<file path="config.mk">
export PLATFORM = sky130hd
export DESIGN_NAME = sls_front
export DESIGN_NICKNAME = d
export VERILOG_FILES = /design/src/rtl/sls_pkg.sv /design/src/rtl/sls_front.sv
export SDC_FILE = /design/constraint.sdc
export NUM_CORES = 1
export LEC_CHECK = 0
export BUFFER_PORTS_ARGS = -buffer_cell sky130_fd_sc_hd__buf_2
export CAP_MARGIN = 20
export CORE_MARGIN = 10
export CORE_UTILIZATION = 46
export CTS_CLUSTER_DIAMETER = 40
export DETAILED_ROUTE_END_ITERATION = 10
export GPL_TIMING_DRIVEN = 0
export PLACE_DENSITY_LB_ADDON = 0.15
export SYNTH_ARGS = -nofsm -noshare
export SYNTH_HDL_FRONTEND = slang
export SYNTH_SLANG_ARGS = --single-unit
</file>
<file path="constraint.sdc">
create_clock -name i_clk -period 12.6 [get_ports i_clk]
set_clock_uncertainty 0.2 [all_clocks]
set_input_delay 3.15 -clock i_clk [delete_from_list [all_inputs] [get_ports i_clk]]
set_output_delay 3.15 -clock i_clk [all_outputs]
set_load 0.01 [all_outputs]
</file>
<file path="src/rtl/sls_pkg.sv">
// Shared types and constants for the spot light sampler.
// Used by every module under rtl; no dependencies.
package sls_pkg;

    localparam int CfgIdxW  = 3;
    localparam int CfgDataW = 48;
    localparam int QDepth   = 4;
    localparam int QAw      = 2;

    localparam logic [CfgIdxW-1:0] CfgLightPosition = 3'd0;
    localparam logic [CfgIdxW-1:0] CfgLightAxis     = 3'd1;
    localparam logic [CfgIdxW-1:0] CfgLightColour   = 3'd2;
    localparam logic [CfgIdxW-1:0] CfgFullCos       = 3'd3;
    localparam logic [CfgIdxW-1:0] CfgEdgeCos       = 3'd4;

    localparam logic [14:0] FullCosReset = 15'd16384;

    typedef struct packed {
        logic signed [15:0] point_x;
        logic signed [15:0] point_y;
        logic signed [15:0] point_z;
    } t_point_in;

    typedef struct packed {
        logic               lit;
        logic signed [15:0] dir_x;
        logic signed [15:0] dir_y;
        logic signed [15:0] dir_z;
        logic [16:0]        dist_res;
        logic [33:0]        density;
        logic [15:0]        radiance_r;
        logic [15:0]        radiance_g;
        logic [15:0]        radiance_b;
    } t_sample_out;

    typedef struct packed {
        logic [47:0] light_position;
        logic [47:0] light_axis;
        logic [47:0] light_colour;
        logic [14:0] full_cos;
        logic [14:0] edge_cos;
    } t_cfg;

    // Classified item handed from front to back: difference vector lanes x, y, z
    typedef struct packed {
        logic [2:0][16:0] d;
        logic             zero;
    } t_q_entry;

endpackage

</file>
<file path="src/rtl/sls_front.sv">
// Front stage: accepts shading points, forms light - point and flags a zero vector.
// Depends on sls_pkg.
module sls_front import sls_pkg::*; (
    input  logic      i_clk,
    input  logic      i_rst_n,
    input  t_cfg      i_cfg,
    input  logic      i_valid,
    output logic      o_stall,
    input  t_point_in i_point,
    input  logic      i_q_full,
    output logic      o_push,
    output t_q_entry  o_entry
);

    logic     r_valid;
    t_q_entry r_entry;
    t_q_entry n_entry;
    logic     en;

    assign en      = !r_valid || !i_q_full;
    assign o_stall = !en;
    assign o_push  = r_valid && !i_q_full;
    assign o_entry = r_entry;

    always_comb begin
        n_entry.d[0] = {i_cfg.light_position[15], i_cfg.light_position[15:0]}
                     - {i_point.point_x[15], i_point.point_x};
        n_entry.d[1] = {i_cfg.light_position[31], i_cfg.light_position[31:16]}
                     - {i_point.point_y[15], i_point.point_y};
        n_entry.d[2] = {i_cfg.light_position[47], i_cfg.light_position[47:32]}
                     - {i_point.point_z[15], i_point.point_z};
        n_entry.zero = (n_entry.d[0] == '0) && (n_entry.d[1] == '0) && (n_entry.d[2] == '0);
    end

    always_ff @(posedge i_clk) begin
        if (!i_rst_n) begin
            r_valid <= 1'b0;
        end else if (en) begin
            r_valid <= i_valid;
        end
    end

    always_ff @(posedge i_clk) begin
        if (en && i_valid) begin
            r_entry <= n_entry;
        end
    end

endmodule

</file>
==> run metrics <==
port bufs 153; worst skew pair latency ~0.3 ns; first-pass GRT wire length 17.5 mm; Clock Path Buffers 2; leak pwr 0.00259 uW; Die Wd 116 um; sequential fraction of the synthesis area 37.3%; Max FO, Critical Path 3; critical path's slowest cell and2_1; CP Data Arrival Time between 3 and 4 ns; Starting Density about 48%; Die Ht 116 um; DR vias 3760; Fmax ~0.14 GHz; Psw 174 uW; path category of the worst min-delay check flip-flop to flip-flop; Design Power 544 uW; Clock Power Share 21.0%; Net Count, Synth about 700; via/cell ratio between 5 and 6; vias in the first global route 3736; Setup-failing EPs final 0; hold path start r_valid; final hold vios 0; crit-path cells buf_2 > and2_1 > buf_2; max-slew violations 0; grt met1 use 21.4%; GPL Wtd Cong between 0.8 and 0.9; CP Launch Point i_q_full; grt met3 use ~5.1%; CTS tree yes; Yosys reg bits 53; FFs w/ async S/R, synth 0%; ratio of cells with drive above 1 in the final layout 29.9%; crit path capture type output pin; DRT Pass-1 Iters 4; die area 0.0135 sq mm; pwr/cell area 103 mW/mm^2; Max VDD drop 41.0 uV; grt total ovfl 0; CTS Buf Count 5; EDFF count, synth 52; Ports 280; Core Footprint about 0.009 sq mm; RR Startpoint r_valid; Synth Instances ~430; post-CTS setup buffer count 0; Final nets 864; Max-Cap Viols 0; critical path class input port to output pin; drt wl/cell roughly 17 um; largest net degree at the start of global routing 35; CTS clk-pin slew, worst paths ~0.090 ns; Max stage delay on crit path 0.19 ns; Top Usage Layer GRT met2; post-synthesis cell type count 62; switching share of power 31.9%; Clock Tree Root clkbuf_8; Flop pwr share a little over two fifths; CTS H-tree lvls 2; post-cts sizing count 0; antenna violations before repair 2; setup repair after global routing missed its margin no; max_slew headroom a little over three fifths; final setup TNS 0 ns; clock sinks 53; Worst setup SP type input port; detailed placement HPWL 9.77 mm; outcome finished clean; met2 GRT Util 25.6%; ys flop type edfxtp_1; CP required 9.25 ns; antenna-violating nets left 0; fin crit period 6.95 ns; Avg Inst Size Synth 9.95 sq um; Crit path top cell by count buf_2; Layout area overhead 24.5%; initial drt markers 234; DRC 0; final wirelength 11.6 mm; row cnt 34; Tot GR Track Use ~16%; fin crit share 55.2%; Worst Max-Slew Pin Slew 0.555 ns; cts hold-fix bufs 0; combinational power share 36.6%; internal power 371 uW; Synthesis Warnings 0; Netlist Area Pre-Place between 0.004 and 0.005 sq mm
[cell usage in the layout (no fill, tap or decap), types with 4 or more instances in the layout]
cell type	count
nor2_1	26
xor2_1	12
a31oi_1	5
buf_2	153
a21oi_1	25
a21o_1	8
o211a_1	4
nor2b_1	8
o21a_1	14
or3_1	5
clkbuf_8	5
inv_1	68
nand2_1	12
and2_1	7
nand4_1	5
nor4_1	6
o21ai_0	20
a211oi_1	6
nand3_1	4
edfxtp_1	52
xnor2_1	19
ha_1	48
nor3_1	7
nand2b_1	6
[sequential cells by signal, indices dropped and copies added (netlist names)]
register	count
o_entry	52
r_valid	1
[per-layer routing]
metal	wire length [um]	vias to the layer above
met5	13	-
met2	5000	165
met1	5340	1702
met4	62	2
li1	-	1882
met3	1130	9
[worst max-delay path, delay by kind of cell]
| family | cells | cell delay [ns] |
|---|---|---|
| simple gates | 1 | 0.19 |
| buf+inv | 2 | 0.26 |
[kinds of logic after synthesis]
| logic type | synth area share [%] |
|---|---|
| compound gates | 20.0 |
| fa+ha+maj | 15.6 |
| simple gates | 13.2 |
| xor+xnor | 6.41 |
| buf+inv | 6.79 |
| flops | 37.3 |
| mux | 0.709 |
[path summary, 6_finish.rpt]
kind / to / slack (ns) / cells past startpoint
setup / recovery: o_stall / 5.65 / 3
hold / removal: r_valid / 0.47 / 2
setup reg to reg: o_entry[36] / 10.84 / 3
hold reg to reg: r_valid / 0.47 / 2
[cell usage after synthesis, types with 2 or more instances]
| library cell | instances | share of area, % |
|---|---|---|
| a2111o_1 | 3 | 0.80 |
| a2111oi_2 | 3 | 1.1 |
| a211oi_1 | 6 | 1.1 |
| a21o_1 | 8 | 1.4 |
| a21oi_1 | 25 | 3.0 |
| a221oi_1 | 2 | 0.41 |
| a31oi_1 | 5 | 0.74 |
| and2_1 | 7 | 1.0 |
| and3_1 | 2 | 0.30 |
| edfxtp_1 | 52 | 37 |
| fa_1 | 3 | 1.4 |
| ha_1 | 48 | 14 |
| inv_1 | 68 | 6.0 |
| mux2i_1 | 3 | 0.71 |
| nand2_1 | 12 | 1.1 |
| nand2b_1 | 6 | 0.89 |
| nand3_1 | 4 | 0.47 |
| nand4_1 | 5 | 0.74 |
| nor2_1 | 26 | 2.3 |
| nor2b_1 | 9 | 1.3 |
| nor3_1 | 7 | 0.83 |
| nor4_1 | 6 | 0.89 |
| o2111ai_1 | 3 | 0.62 |
| o211a_1 | 4 | 0.94 |
| o211ai_1 | 2 | 0.35 |
| o21a_1 | 14 | 2.5 |
| o21ai_0 | 20 | 2.4 |
| o21bai_1 | 3 | 0.53 |
| o31a_1 | 3 | 0.62 |
| o31ai_1 | 2 | 0.35 |
| or3_1 | 5 | 0.74 |
| xnor2_1 | 19 | 3.9 |
| xor2_1 | 12 | 2.5 |
[cell type report]
cell class              instances  area [sq um]
clock inverters                 2          33.8
inverters                      68           255
clock buffers                   6          72.6
well taps                     108           135
plain buffers                   1          32.5
flip-flops and latches         53          1580
fillers                       813          3570
multi-input cells             304          2380
repair buffers                154           786
diodes                          1          2.50
[stage by stage]
| step | cell area, sq um | worst slack [ns] | util (%) | cells | hold WS [ns] |
|---|---|---|---|---|---|
| floorplan | 4240 | 5.92 | - | 426 | 0.431 |
| global placement | 5140 | 5.24 | 58.1 | 687 | 0.370 |
| detailed placement | 5170 | 5.64 | 58.4 | 688 | 0.456 |
| CTS | 5270 | 5.65 | 59.6 | 696 | 0.477 |
| global route | 5270 | 5.64 | 59.6 | 696 | 0.520 |
| finish | 5280 | 5.65 | 59.6 | 697 | 0.468 |
[power groups by stage]
stage	Combinational, uW	Clock (uW)	Sequential [uW]
after detailed placement	199	0	234
after CTS	200	118	231
final	199	114	231
after global placement	193	0	236
after floorplan	119	0	246
after global routing	222	125	233
No activity file was read; power rests on OpenSTA's default activity.
