**config.mk**
```make
export PLATFORM = sky130hd
export DESIGN_NAME = sls_queue
export DESIGN_NICKNAME = d
export VERILOG_FILES = /design/src/rtl/sls_pkg.sv /design/src/rtl/sls_queue.sv
export SDC_FILE = /design/constraint.sdc
export NUM_CORES = 1
export LEC_CHECK = 0
export BUFFER_PORTS_ARGS = -buffer_cell sky130_fd_sc_hd__buf_2
export CAP_MARGIN = 30
export CORE_MARGIN = 2
export CORE_UTILIZATION = 40
export CTS_CLUSTER_DIAMETER = 150
export DETAILED_ROUTE_END_ITERATION = 8
export PLACE_DENSITY = 0.62
export SETUP_SLACK_MARGIN = 0.5
export SYNTH_ARGS = -nofsm -noshare
export SYNTH_HDL_FRONTEND = slang
export SYNTH_SLANG_ARGS = --single-unit
```
**constraint.sdc**
```tcl
create_clock -name i_clk -period 4.6 [get_ports i_clk]
set_clock_uncertainty 0.05 [all_clocks]
set_input_delay 0.23 -clock i_clk [delete_from_list [all_inputs] [get_ports i_clk]]
set_output_delay 0.23 -clock i_clk [all_outputs]
set_load 0.01 [all_outputs]
```
**src/rtl/sls_pkg.sv**
```systemverilog
// Shared types and constants for the spot light sampler.
// Used by every module under rtl; no dependencies.
package sls_pkg;

    localparam int CfgIdxW  = 3;
    localparam int CfgDataW = 48;
    localparam int QDepth   = 4;
    localparam int QAw      = 2;

    localparam logic [CfgIdxW-1:0] CfgLightPosition = 3'd0;
    localparam logic [CfgIdxW-1:0] CfgLightAxis     = 3'd1;
    localparam logic [CfgIdxW-1:0] CfgLightColour   = 3'd2;
    localparam logic [CfgIdxW-1:0] CfgFullCos       = 3'd3;
    localparam logic [CfgIdxW-1:0] CfgEdgeCos       = 3'd4;

    localparam logic [14:0] FullCosReset = 15'd16384;

    typedef struct packed {
        logic signed [15:0] point_x;
        logic signed [15:0] point_y;
        logic signed [15:0] point_z;
    } t_point_in;

    typedef struct packed {
        logic               lit;
        logic signed [15:0] dir_x;
        logic signed [15:0] dir_y;
        logic signed [15:0] dir_z;
        logic [16:0]        dist_res;
        logic [33:0]        density;
        logic [15:0]        radiance_r;
        logic [15:0]        radiance_g;
        logic [15:0]        radiance_b;
    } t_sample_out;

    typedef struct packed {
        logic [47:0] light_position;
        logic [47:0] light_axis;
        logic [47:0] light_colour;
        logic [14:0] full_cos;
        logic [14:0] edge_cos;
    } t_cfg;

    // Classified item handed from front to back: difference vector lanes x, y, z
    typedef struct packed {
        logic [2:0][16:0] d;
        logic             zero;
    } t_q_entry;

endpackage

```
**src/rtl/sls_queue.sv**
```systemverilog
// Short queue between front and back so each side stalls on its own.
// Depends on sls_pkg.
module sls_queue import sls_pkg::*; (
    input  logic     i_clk,
    input  logic     i_rst_n,
    input  logic     i_push,
    input  t_q_entry i_wdata,
    output logic     o_full,
    input  logic     i_pop,
    output t_q_entry o_rdata,
    output logic     o_not_empty
);

    t_q_entry         r_mem [QDepth];
    logic [QAw-1:0]   r_wp;
    logic [QAw-1:0]   r_rp;
    logic [QAw:0]     r_count;

    assign o_full      = (r_count == (QAw+1)'(QDepth));
    assign o_not_empty = (r_count != '0);
    assign o_rdata     = r_mem[r_rp];

    always_ff @(posedge i_clk) begin
        if (i_push) begin
            r_mem[r_wp] <= i_wdata;
        end
    end

    always_ff @(posedge i_clk) begin
        if (!i_rst_n) begin
            r_wp    <= '0;
            r_rp    <= '0;
            r_count <= '0;
        end else begin
            if (i_push) begin
                r_wp <= r_wp + 1'b1;
            end
            if (i_pop) begin
                r_rp <= r_rp + 1'b1;
            end
            case ({i_push, i_pop})
                2'b10:   r_count <= r_count + 1'b1;
                2'b01:   r_count <= r_count - 1'b1;
                default: r_count <= r_count;
            endcase
        end
    end

    a_count_max: assert property (@(posedge i_clk) disable iff (!i_rst_n)
        r_count <= (QAw+1)'(QDepth))
        else $error("queue count beyond depth");

    a_no_overflow: assert property (@(posedge i_clk) disable iff (!i_rst_n)
        i_push |-> (r_count != (QAw+1)'(QDepth)) || i_pop)
        else $error("push into full queue");

    a_no_underflow: assert property (@(posedge i_clk) disable iff (!i_rst_n)
        i_pop |-> r_count != '0)
        else $error("pop from empty queue");

endmodule

```
==> run_results.csv, run 1 <==
group,metric,value,unit
grt,grt_first_pass_wirelength,22.1,mm
setup_path,crit_path_start_kind,"flop",
placement,port_buffers,109,
worst_hold_path,hold_path_class,"input pin to flop",
setup_path,timing.setup.critical_path_class,"flop to output pin",
setup_path,cp_num_buf_inv,2,
setup_path,timing.critical_path.slowest_stage_cell,"dfxtp_2",
setup_path,critical_path_max_stage_delay,0.86,ns
sta,hold_slack,0.0910,ns
cells_and_area,layout.area.seq,6430,um^2
route,total_number_of_vias,3698,
cells_and_area,multi_input_comb_area,1440,um^2
sta,fmax,370,MHz
route,route.final.wire_length,14.2,mm
cells_and_area,synthToLayoutAreaGrowth,24.4,%
grt,globalRouteTotalUtil,13.5,%
status,outcome,"completed",
sta,setup_tns,0,ns
power_and_ir_drop,internal_power,3.39,mW
logic_synthesis,postSynthNetCount,376,
route,initialDrtViolationCount,178,
logic_synthesis,synth-seq-area-share,80.3,%
power_and_ir_drop,leakage,3.39,nW
sta,rsz_0062_raised_after_global_routing,"false",
floorplanning,top_level_ports,110,
sta,final-hold-violation-count,0,
power_and_ir_drop,clkPwrFrac,36.2,%
setup_path,critical_path.max_fanout,28,
cts,clock_transition_time_at_the_flip_flop_clock_pins_of_the_worst_setup_and_hold_paths,0.06,ns
sta,setup_violations,0,
placement,place_worst_setup_slack,2.36,ns
logic_synthesis,cells_after_synthesis,314,
setup_path,regToRegStartpoint,"r_wp[0]",
route,drt-vias-per-instance,4.82,
grt,number_of_global_route_vias_before_repair,4042,
floorplanning,core_area,19500,um^2
cells_and_area,layout-drive-gt1-share,38.6,%
logic_synthesis,ys.flop_type,"edfxtp_1",
cells_and_area,fillerInstances,1638,
power_and_ir_drop,p_switching,0.907,mW
cts,cts_buffer_depth,3,
cells_and_area,most_frequent_cells_in_the_layout,"edfxtp_1, buf_2, dlygate4sd3_1",
floorplanning,die_area,21200,um^2
cells_and_area,final_cell_area,9960,um^2
logic_synthesis,yosys_warnings,0,
sta,max-slew-margin-rel,44.1,%
cts,cts-buffers-inserted,22,
floorplanning,die_width,145,um
power_and_ir_drop,total_power,4.30,mW
grt,globalRoute.totalOverflow,0,
logic_synthesis,yosysUniqueCellTypes,21,
power_and_ir_drop,worst_ir_drop_vdd,0.000226,V
cells_and_area,final_net_count,552,
worst_hold_path,worstHoldStart,"i_pop",
placement,detailed_place_hpwl,8.01,mm
sta,slew_viol_final,0,
setup_path,critical_path.cell_chain,"buf_4 > mux4_2 > buf_2",
cts,root_buffer,"clkbuf_16",
grt,grt_antenna_before_repair,1,
logic_synthesis,synth-seq-cells,217,
cts,cts_htree_levels,1,
logic_synthesis,synth_enable_flop_cells,208,
setup_path,cp.required,4.32,ns
route,drt_drc_violations_left,0,
grt,grt_start_max_net_pins,53,
floorplanning,die_h,145,um
power_and_ir_drop,pwr-share-comb,9.9,%
logic_synthesis,synth-async-reset-ratio,0,%
power_and_ir_drop,p_seq_share,53.8,%
route,wl_per_cell,18.5,um
logic_synthesis,syn_avg_cell_area,25.5,um^2
placement,gpl.final_weighted_congestion,0.691,
cts,clock_insertion_delay_worst_skew,0.49,ns
power_and_ir_drop,switching_share,21.1,%
cts,cts_tree,"built",
placement,placed_cell_area,8790,um^2
logic_synthesis,netlist_area,8010,um^2
floorplanning,start_util,41.0,%
setup_path,end_kind,"output pin",
setup_path,cp.arrival,2.42,ns
sta,post-route-min-period,2.70,ns
route,antenna_violating_nets_post_route,0,
route,drt_pass1_iterations,6,
cts,cts_num_sinks,217,
run,maxCapViolations,0,
sta,timing.final.ws_setup,1.90,ns
power_and_ir_drop,powerDensity,432,nW/um^2
setup_path,worst_path_dominant_cell_family,"flip-flops",
sta,worst-slew-pin-transition,0.838,ns
floorplanning,num_rows,51,
sta,ratio_of_final_minimum_period_to_clock_period,58.7,%
cells_and_area,mostFrequentLayoutCell,"edfxtp_1",
## kinds of logic after synthesis
| kind of cell | synth area share (%) |
|---|---|
| simple gates | 1.16 |
| buf+inv | 1.89 |
| mux | 15.0 |
| flops | 80.2 |
| compound gates | 0.156 |
| fa+ha+maj | 1.03 |
| xor+xnor | 0.547 |
## per-layer routing
| layer | wire length [um] | up-vias | track usage (%) |
|---|---|---|---|
| met4 | 221 | 0 | 3.43 |
| met1 | 5830 | 1900 | 16.8 |
| met5 | 0 | - | 0 |
| met3 | 864 | 18 | 3.32 |
| met2 | 7290 | 100 | 23.8 |
| li1 | - | 1680 | - |
## cells in the mapped netlist, drive strengths merged, types with 2 or more instances
library cell  number  area [um^2]
mux4              52         1180
xor2               2         17.5
edfxtp           208         6250
xnor2              3         26.3
buf               11          136
inv                3         11.3
nor2b              2         12.5
and2               9         56.3
or3                2         12.5
mux2i              2         20.0
dfxtp              9          180
ha                 5         62.6
## power groups by stage
stage                     combinational, mW  clock (mW)  sequential, mW
after floorplan                       0.269           0            2.33
after detailed placement              0.403           0            2.36
final                                 0.427        1.56            2.31
after CTS                             0.440        1.61            2.32
after global routing                  0.465        1.68            2.33
after global placement                0.374           0            2.37
## worst paths after layout
path / to / slack [ns] / cells past startpoint
worst min register to register: r_count[2] / 0.48 / 2
worst max-delay path: o_rdata[22] / 1.90 / 3
worst max register to register: r_mem[0][31] / 2.85 / 3
worst min-delay path: r_rp[0] / 0.09 / 3
## state kept, by name, indices dropped and copies added, names as in the netlist, named ones only
register and count:
r_mem 208, r_count 3, r_wp 2, r_rp 2
## cell type report
type | instances | share of cell area, %
timing repair buffer | 164 | 11.2
sequential | 217 | 64.6
multi-input combinational | 82 | 14.5
tap | 265 | 3.33
antenna | 1 | 0.0251
inverter | 3 | 0.113
clock buffer | 27 | 5.93
clock inverter | 9 | 0.427
## stage by stage
stage	std cells	util, %
6_report	768	51.0
5_1_grt	768	51.0
4_1_cts	767	51.0
3_5_place_dp	678	45.0
3_3_place_gp	677	44.9
2_1_floorplan	314	-
## what timing repair did
action,in CTS,in global routing
hold buffers,53,0
setup buffers,0,0
hold endpoints to repair,213,0
gates resized for setup,0,0
## worst min-delay path: stages
cell and delay (ns):
buf_2 0.12, xor2_1 0.08, and2_1 0.15
Power figures use the tool's default switching activity.
==> inputs of run 2 (changes only) <==
ABC_AREA = 1   (was default)
PLACE_DENSITY = 0.64   (was 0.62)
clock period = 2.35 ns   (was 4.6 ns; I/O delays follow)
==> run 2 against run 1 <==
  * Hold slack better by 0.22 ns
  * Cell count is 38% higher
  * Final area is 18% higher
  * Flip-flop and latch count stayed put
  * Core utilization is 4.5 points higher
  * Clock-buffer cell count stayed put
  * Routed wire length is 66% higher
  * Total power is 110% higher
  * Synthesized area is 8.7% higher
  * Critical path depth is 3 higher
==> run_results.csv, run 2 <==
group,metric,value,unit
status,outcome,"completed",
route,antenna_violating_nets_post_route,0,
setup_path,end_kind,"output pin",
logic_synthesis,netlist_top_cells_count,"edfxtp_1, o21ai_0, nor2_1",
power_and_ir_drop,worst_ir_drop_vdd,0.000631,V
cells_and_area,most_frequent_cells_in_the_layout,"edfxtp_1, buf_2, nor2_1",
logic_synthesis,synth-async-reset-ratio,0,%
cts,cts-buffers-inserted,23,
cts,root_buffer,"clkbuf_16",
logic_synthesis,synth_enable_flop_cells,208,
cells_and_area,final_net_count,828,
cts,cts_tree,"built",
logic_synthesis,synthMostInstantiatedCell,"edfxtp_1",
placement,gpl.final_weighted_congestion,0.703,
route,drt-vias-per-instance,5.23,
cells_and_area,biggestRegsByFlops,"r_mem (208), r_count (3)",
route,drt_drc_violations_left,0,
cts,clock_transition_time_at_the_flip_flop_clock_pins_of_the_worst_setup_and_hold_paths,0.06,ns
power_and_ir_drop,pwr-share-comb,14.7,%
floorplanning,die_width,152,um
cts,cts_buffer_depth,3,
sta,slew_viol_final,0,
setup_path,crit_path_start_kind,"flop",
sta,setup_violations,0,
cells_and_area,mostFrequentLayoutCell,"edfxtp_1",
grt,grt_first_pass_wirelength,32.0,mm
logic_synthesis,synth_top_cell_area_share,71.8,%
logic_synthesis,postSynthNetCount,623,
power_and_ir_drop,p_seq_share,49.8,%
sta,setup_tns,0,ns
logic_synthesis,cells_after_synthesis,561,
sta,ratio_of_final_minimum_period_to_clock_period,81.0,%
placement,dp_cells,927,
setup_path,timing.setup.critical_path_class,"flop to output pin",
placement,port_buffers,109,
cells_and_area,multi_input_comb_area,2220,um^2
cells_and_area,fillerInstances,1725,
cells_and_area,top_reg_by_flops,"r_mem",
logic_synthesis,yosys_warnings,0,
floorplanning,top_level_ports,110,
cells_and_area,post-route-util,55.5,%
route,total_number_of_vias,5530,
grt,globalRoute.totalOverflow,0,
floorplanning,core_area,21200,um^2
sta,worst-slew-pin-transition,0.468,ns
cells_and_area,layout.area.seq,6430,um^2
logic_synthesis,synth-seq-area-share,73.8,%
sta,final-hold-violation-count,0,
cells_and_area,num_antenna_cells,0,
logic_synthesis,netlist_area,8700,um^2
sta,max-slew-margin-rel,68.8,%
power_and_ir_drop,p_switching,2.21,mW
power_and_ir_drop,internal_power,6.78,mW
cts,clock_insertion_delay_worst_skew,0.50,ns
route,wl_per_cell,22.3,um
power_and_ir_drop,leakage,4.12,nW
logic_synthesis,ys.flop_type,"edfxtp_1",
placement,detailed_place_hpwl,10.2,mm
cells_and_area,largest_register_ff_count,208,
floorplanning,start_util,41.0,%
route,route.final.wire_length,23.6,mm
sta,post-route-min-period,1.90,ns
power_and_ir_drop,powerDensity,763,nW/um^2
setup_path,cp.arrival,1.74,ns
cts,cts_num_sinks,217,
setup_path,cp.required,2.18,ns
power_and_ir_drop,total_power,8.99,mW
setup_path,critical_path.max_fanout,7,
logic_synthesis,synth-seq-cells,217,
route,drt_pass1_iterations,5,
cells_and_area,instances_no_fill,1057,
cts,cts_htree_levels,1,
sta,rsz_0062_raised_after_global_routing,"true",
logic_synthesis,syn_avg_cell_area,15.5,um^2
cells_and_area,layout-drive-gt1-share,40.4,%
route,initialDrtViolationCount,401,
sta,fmax,526,MHz
power_and_ir_drop,switching_share,24.6,%
run,maxCapViolations,0,
power_and_ir_drop,clkPwrFrac,35.5,%
floorplanning,die_h,152,um
grt,grt_start_max_net_pins,53,
worst_hold_path,hold_path_class,"input pin to flop",
logic_synthesis,synthTopCellsByArea,"edfxtp_1, o21ai_0, o22ai_2",
floorplanning,die_area,23000,um^2
grt,number_of_global_route_vias_before_repair,5648,
grt,globalRouteTotalUtil,18.7,%
logic_synthesis,yosysUniqueCellTypes,23,
logic_synthesis,synth_largest_area_cell,"edfxtp_1",
floorplanning,num_rows,53,
cells_and_area,synthToLayoutAreaGrowth,35.3,%
grt,grt_antenna_before_repair,0,
## run 2: cell types whose count changed in the layout (fill, tap and decap cells not counted), moves of 7 or more
| cell | delta |
|---|---|
| buf_16 | +13 |
| o21ai_0 | +22 |
| o22ai_2 | +44 |
| o22ai_1 | +8 |
| buf_12 | +12 |
| nor2_4 | +38 |
| o21ai_2 | +28 |
| o21ai_1 | +51 |
| mux4_2 | -50 |
| nor2_1 | +73 |
| nand2_1 | +7 |
| buf_4 | +9 |
| o21ai_4 | +8 |
## run 2: final timing paths
kind	end	cells past startpoint	slack, ns	startpoint
hold reg to reg	flop	1	0.38	r_rp[1]
hold / removal	r_mem[0][17]	2	0.31	i_wdata[17]
setup / recovery	o_rdata[3]	6	0.45	flop
setup reg to reg	r_mem[0][40]	5	0.76	r_wp[0]
## run 2: repair_timing
action / CTS / global route
setup endpoints to repair: 52 / 52
cloned: 13 / 8
hold buffers: 56 / 0
setup buffers: 6 / 6
hold endpoints to repair: 217 / 0
gates resized for setup: 95 / 76
pin swaps: 18 / 18
## run 2: layout make-up
type                       count  share of cell area, %
clock buffer                  27                   5.01
timing repair buffer         209                   16.7
tap                          275                   2.92
inverter                      15                  0.967
multi-input combinational    297                   18.8
sequential                   217                   54.6
clock inverter                14                  0.563
timing repair inverter         3                  0.361
## run 2: power groups by stage
| stage | logic [mW] | registers [mW] | clock network [mW] |
|---|---|---|---|
| floorplan | 0.556 | 4.54 | 0 |
| CTS | 1.19 | 4.47 | 3.23 |
| detailed placement | 0.888 | 4.55 | 0 |
| global placement | 0.861 | 4.54 | 0 |
| global route | 1.42 | 4.48 | 3.41 |
| finish | 1.33 | 4.48 | 3.19 |
## run 2: cell families after synthesis
| family | synth area share, % |
|---|---|
| adder cells (fa/ha/maj) | 0.949 |
| buffers and inverters | 3.44 |
| AND/OR/NAND/NOR | 8.77 |
| flip-flops | 73.8 |
| AO/OA/AOI/OAI | 13.0 |
## run 2: metal layers
layer / up-vias / global-route usage [%] / wire (um)
li1: 2532 / - / -
met1: 2791 / 25.0 / 10000
met2: 174 / 32.0 / 11600
met3: 33 / 2.99 / 1610
met4: 0 / 4.63 / 390
met5: - / 0 / 0
## run 2: critical path: stages (launching register included)
cell,delay [ns]
dfxtp_4,0.38
buf_12,0.17
buf_12,0.13
buf_16,0.14
o21ai_2,0.06
o22ai_2,0.19
buf_2,0.16
## run 2: through the flow
stage / setup slack, ns / cell area (um^2) / hold WS (ns)
2_1_floorplan: 0.491 / 8720 / 0.166
3_3_place_gp: 0.612 / 9510 / 0.277
3_5_place_dp: 0.543 / 9510 / 0.284
4_1_cts: 0.448 / 11300 / 0.304
5_1_grt: 0.398 / 11800 / 0.308
6_report: 0.447 / 11800 / 0.313
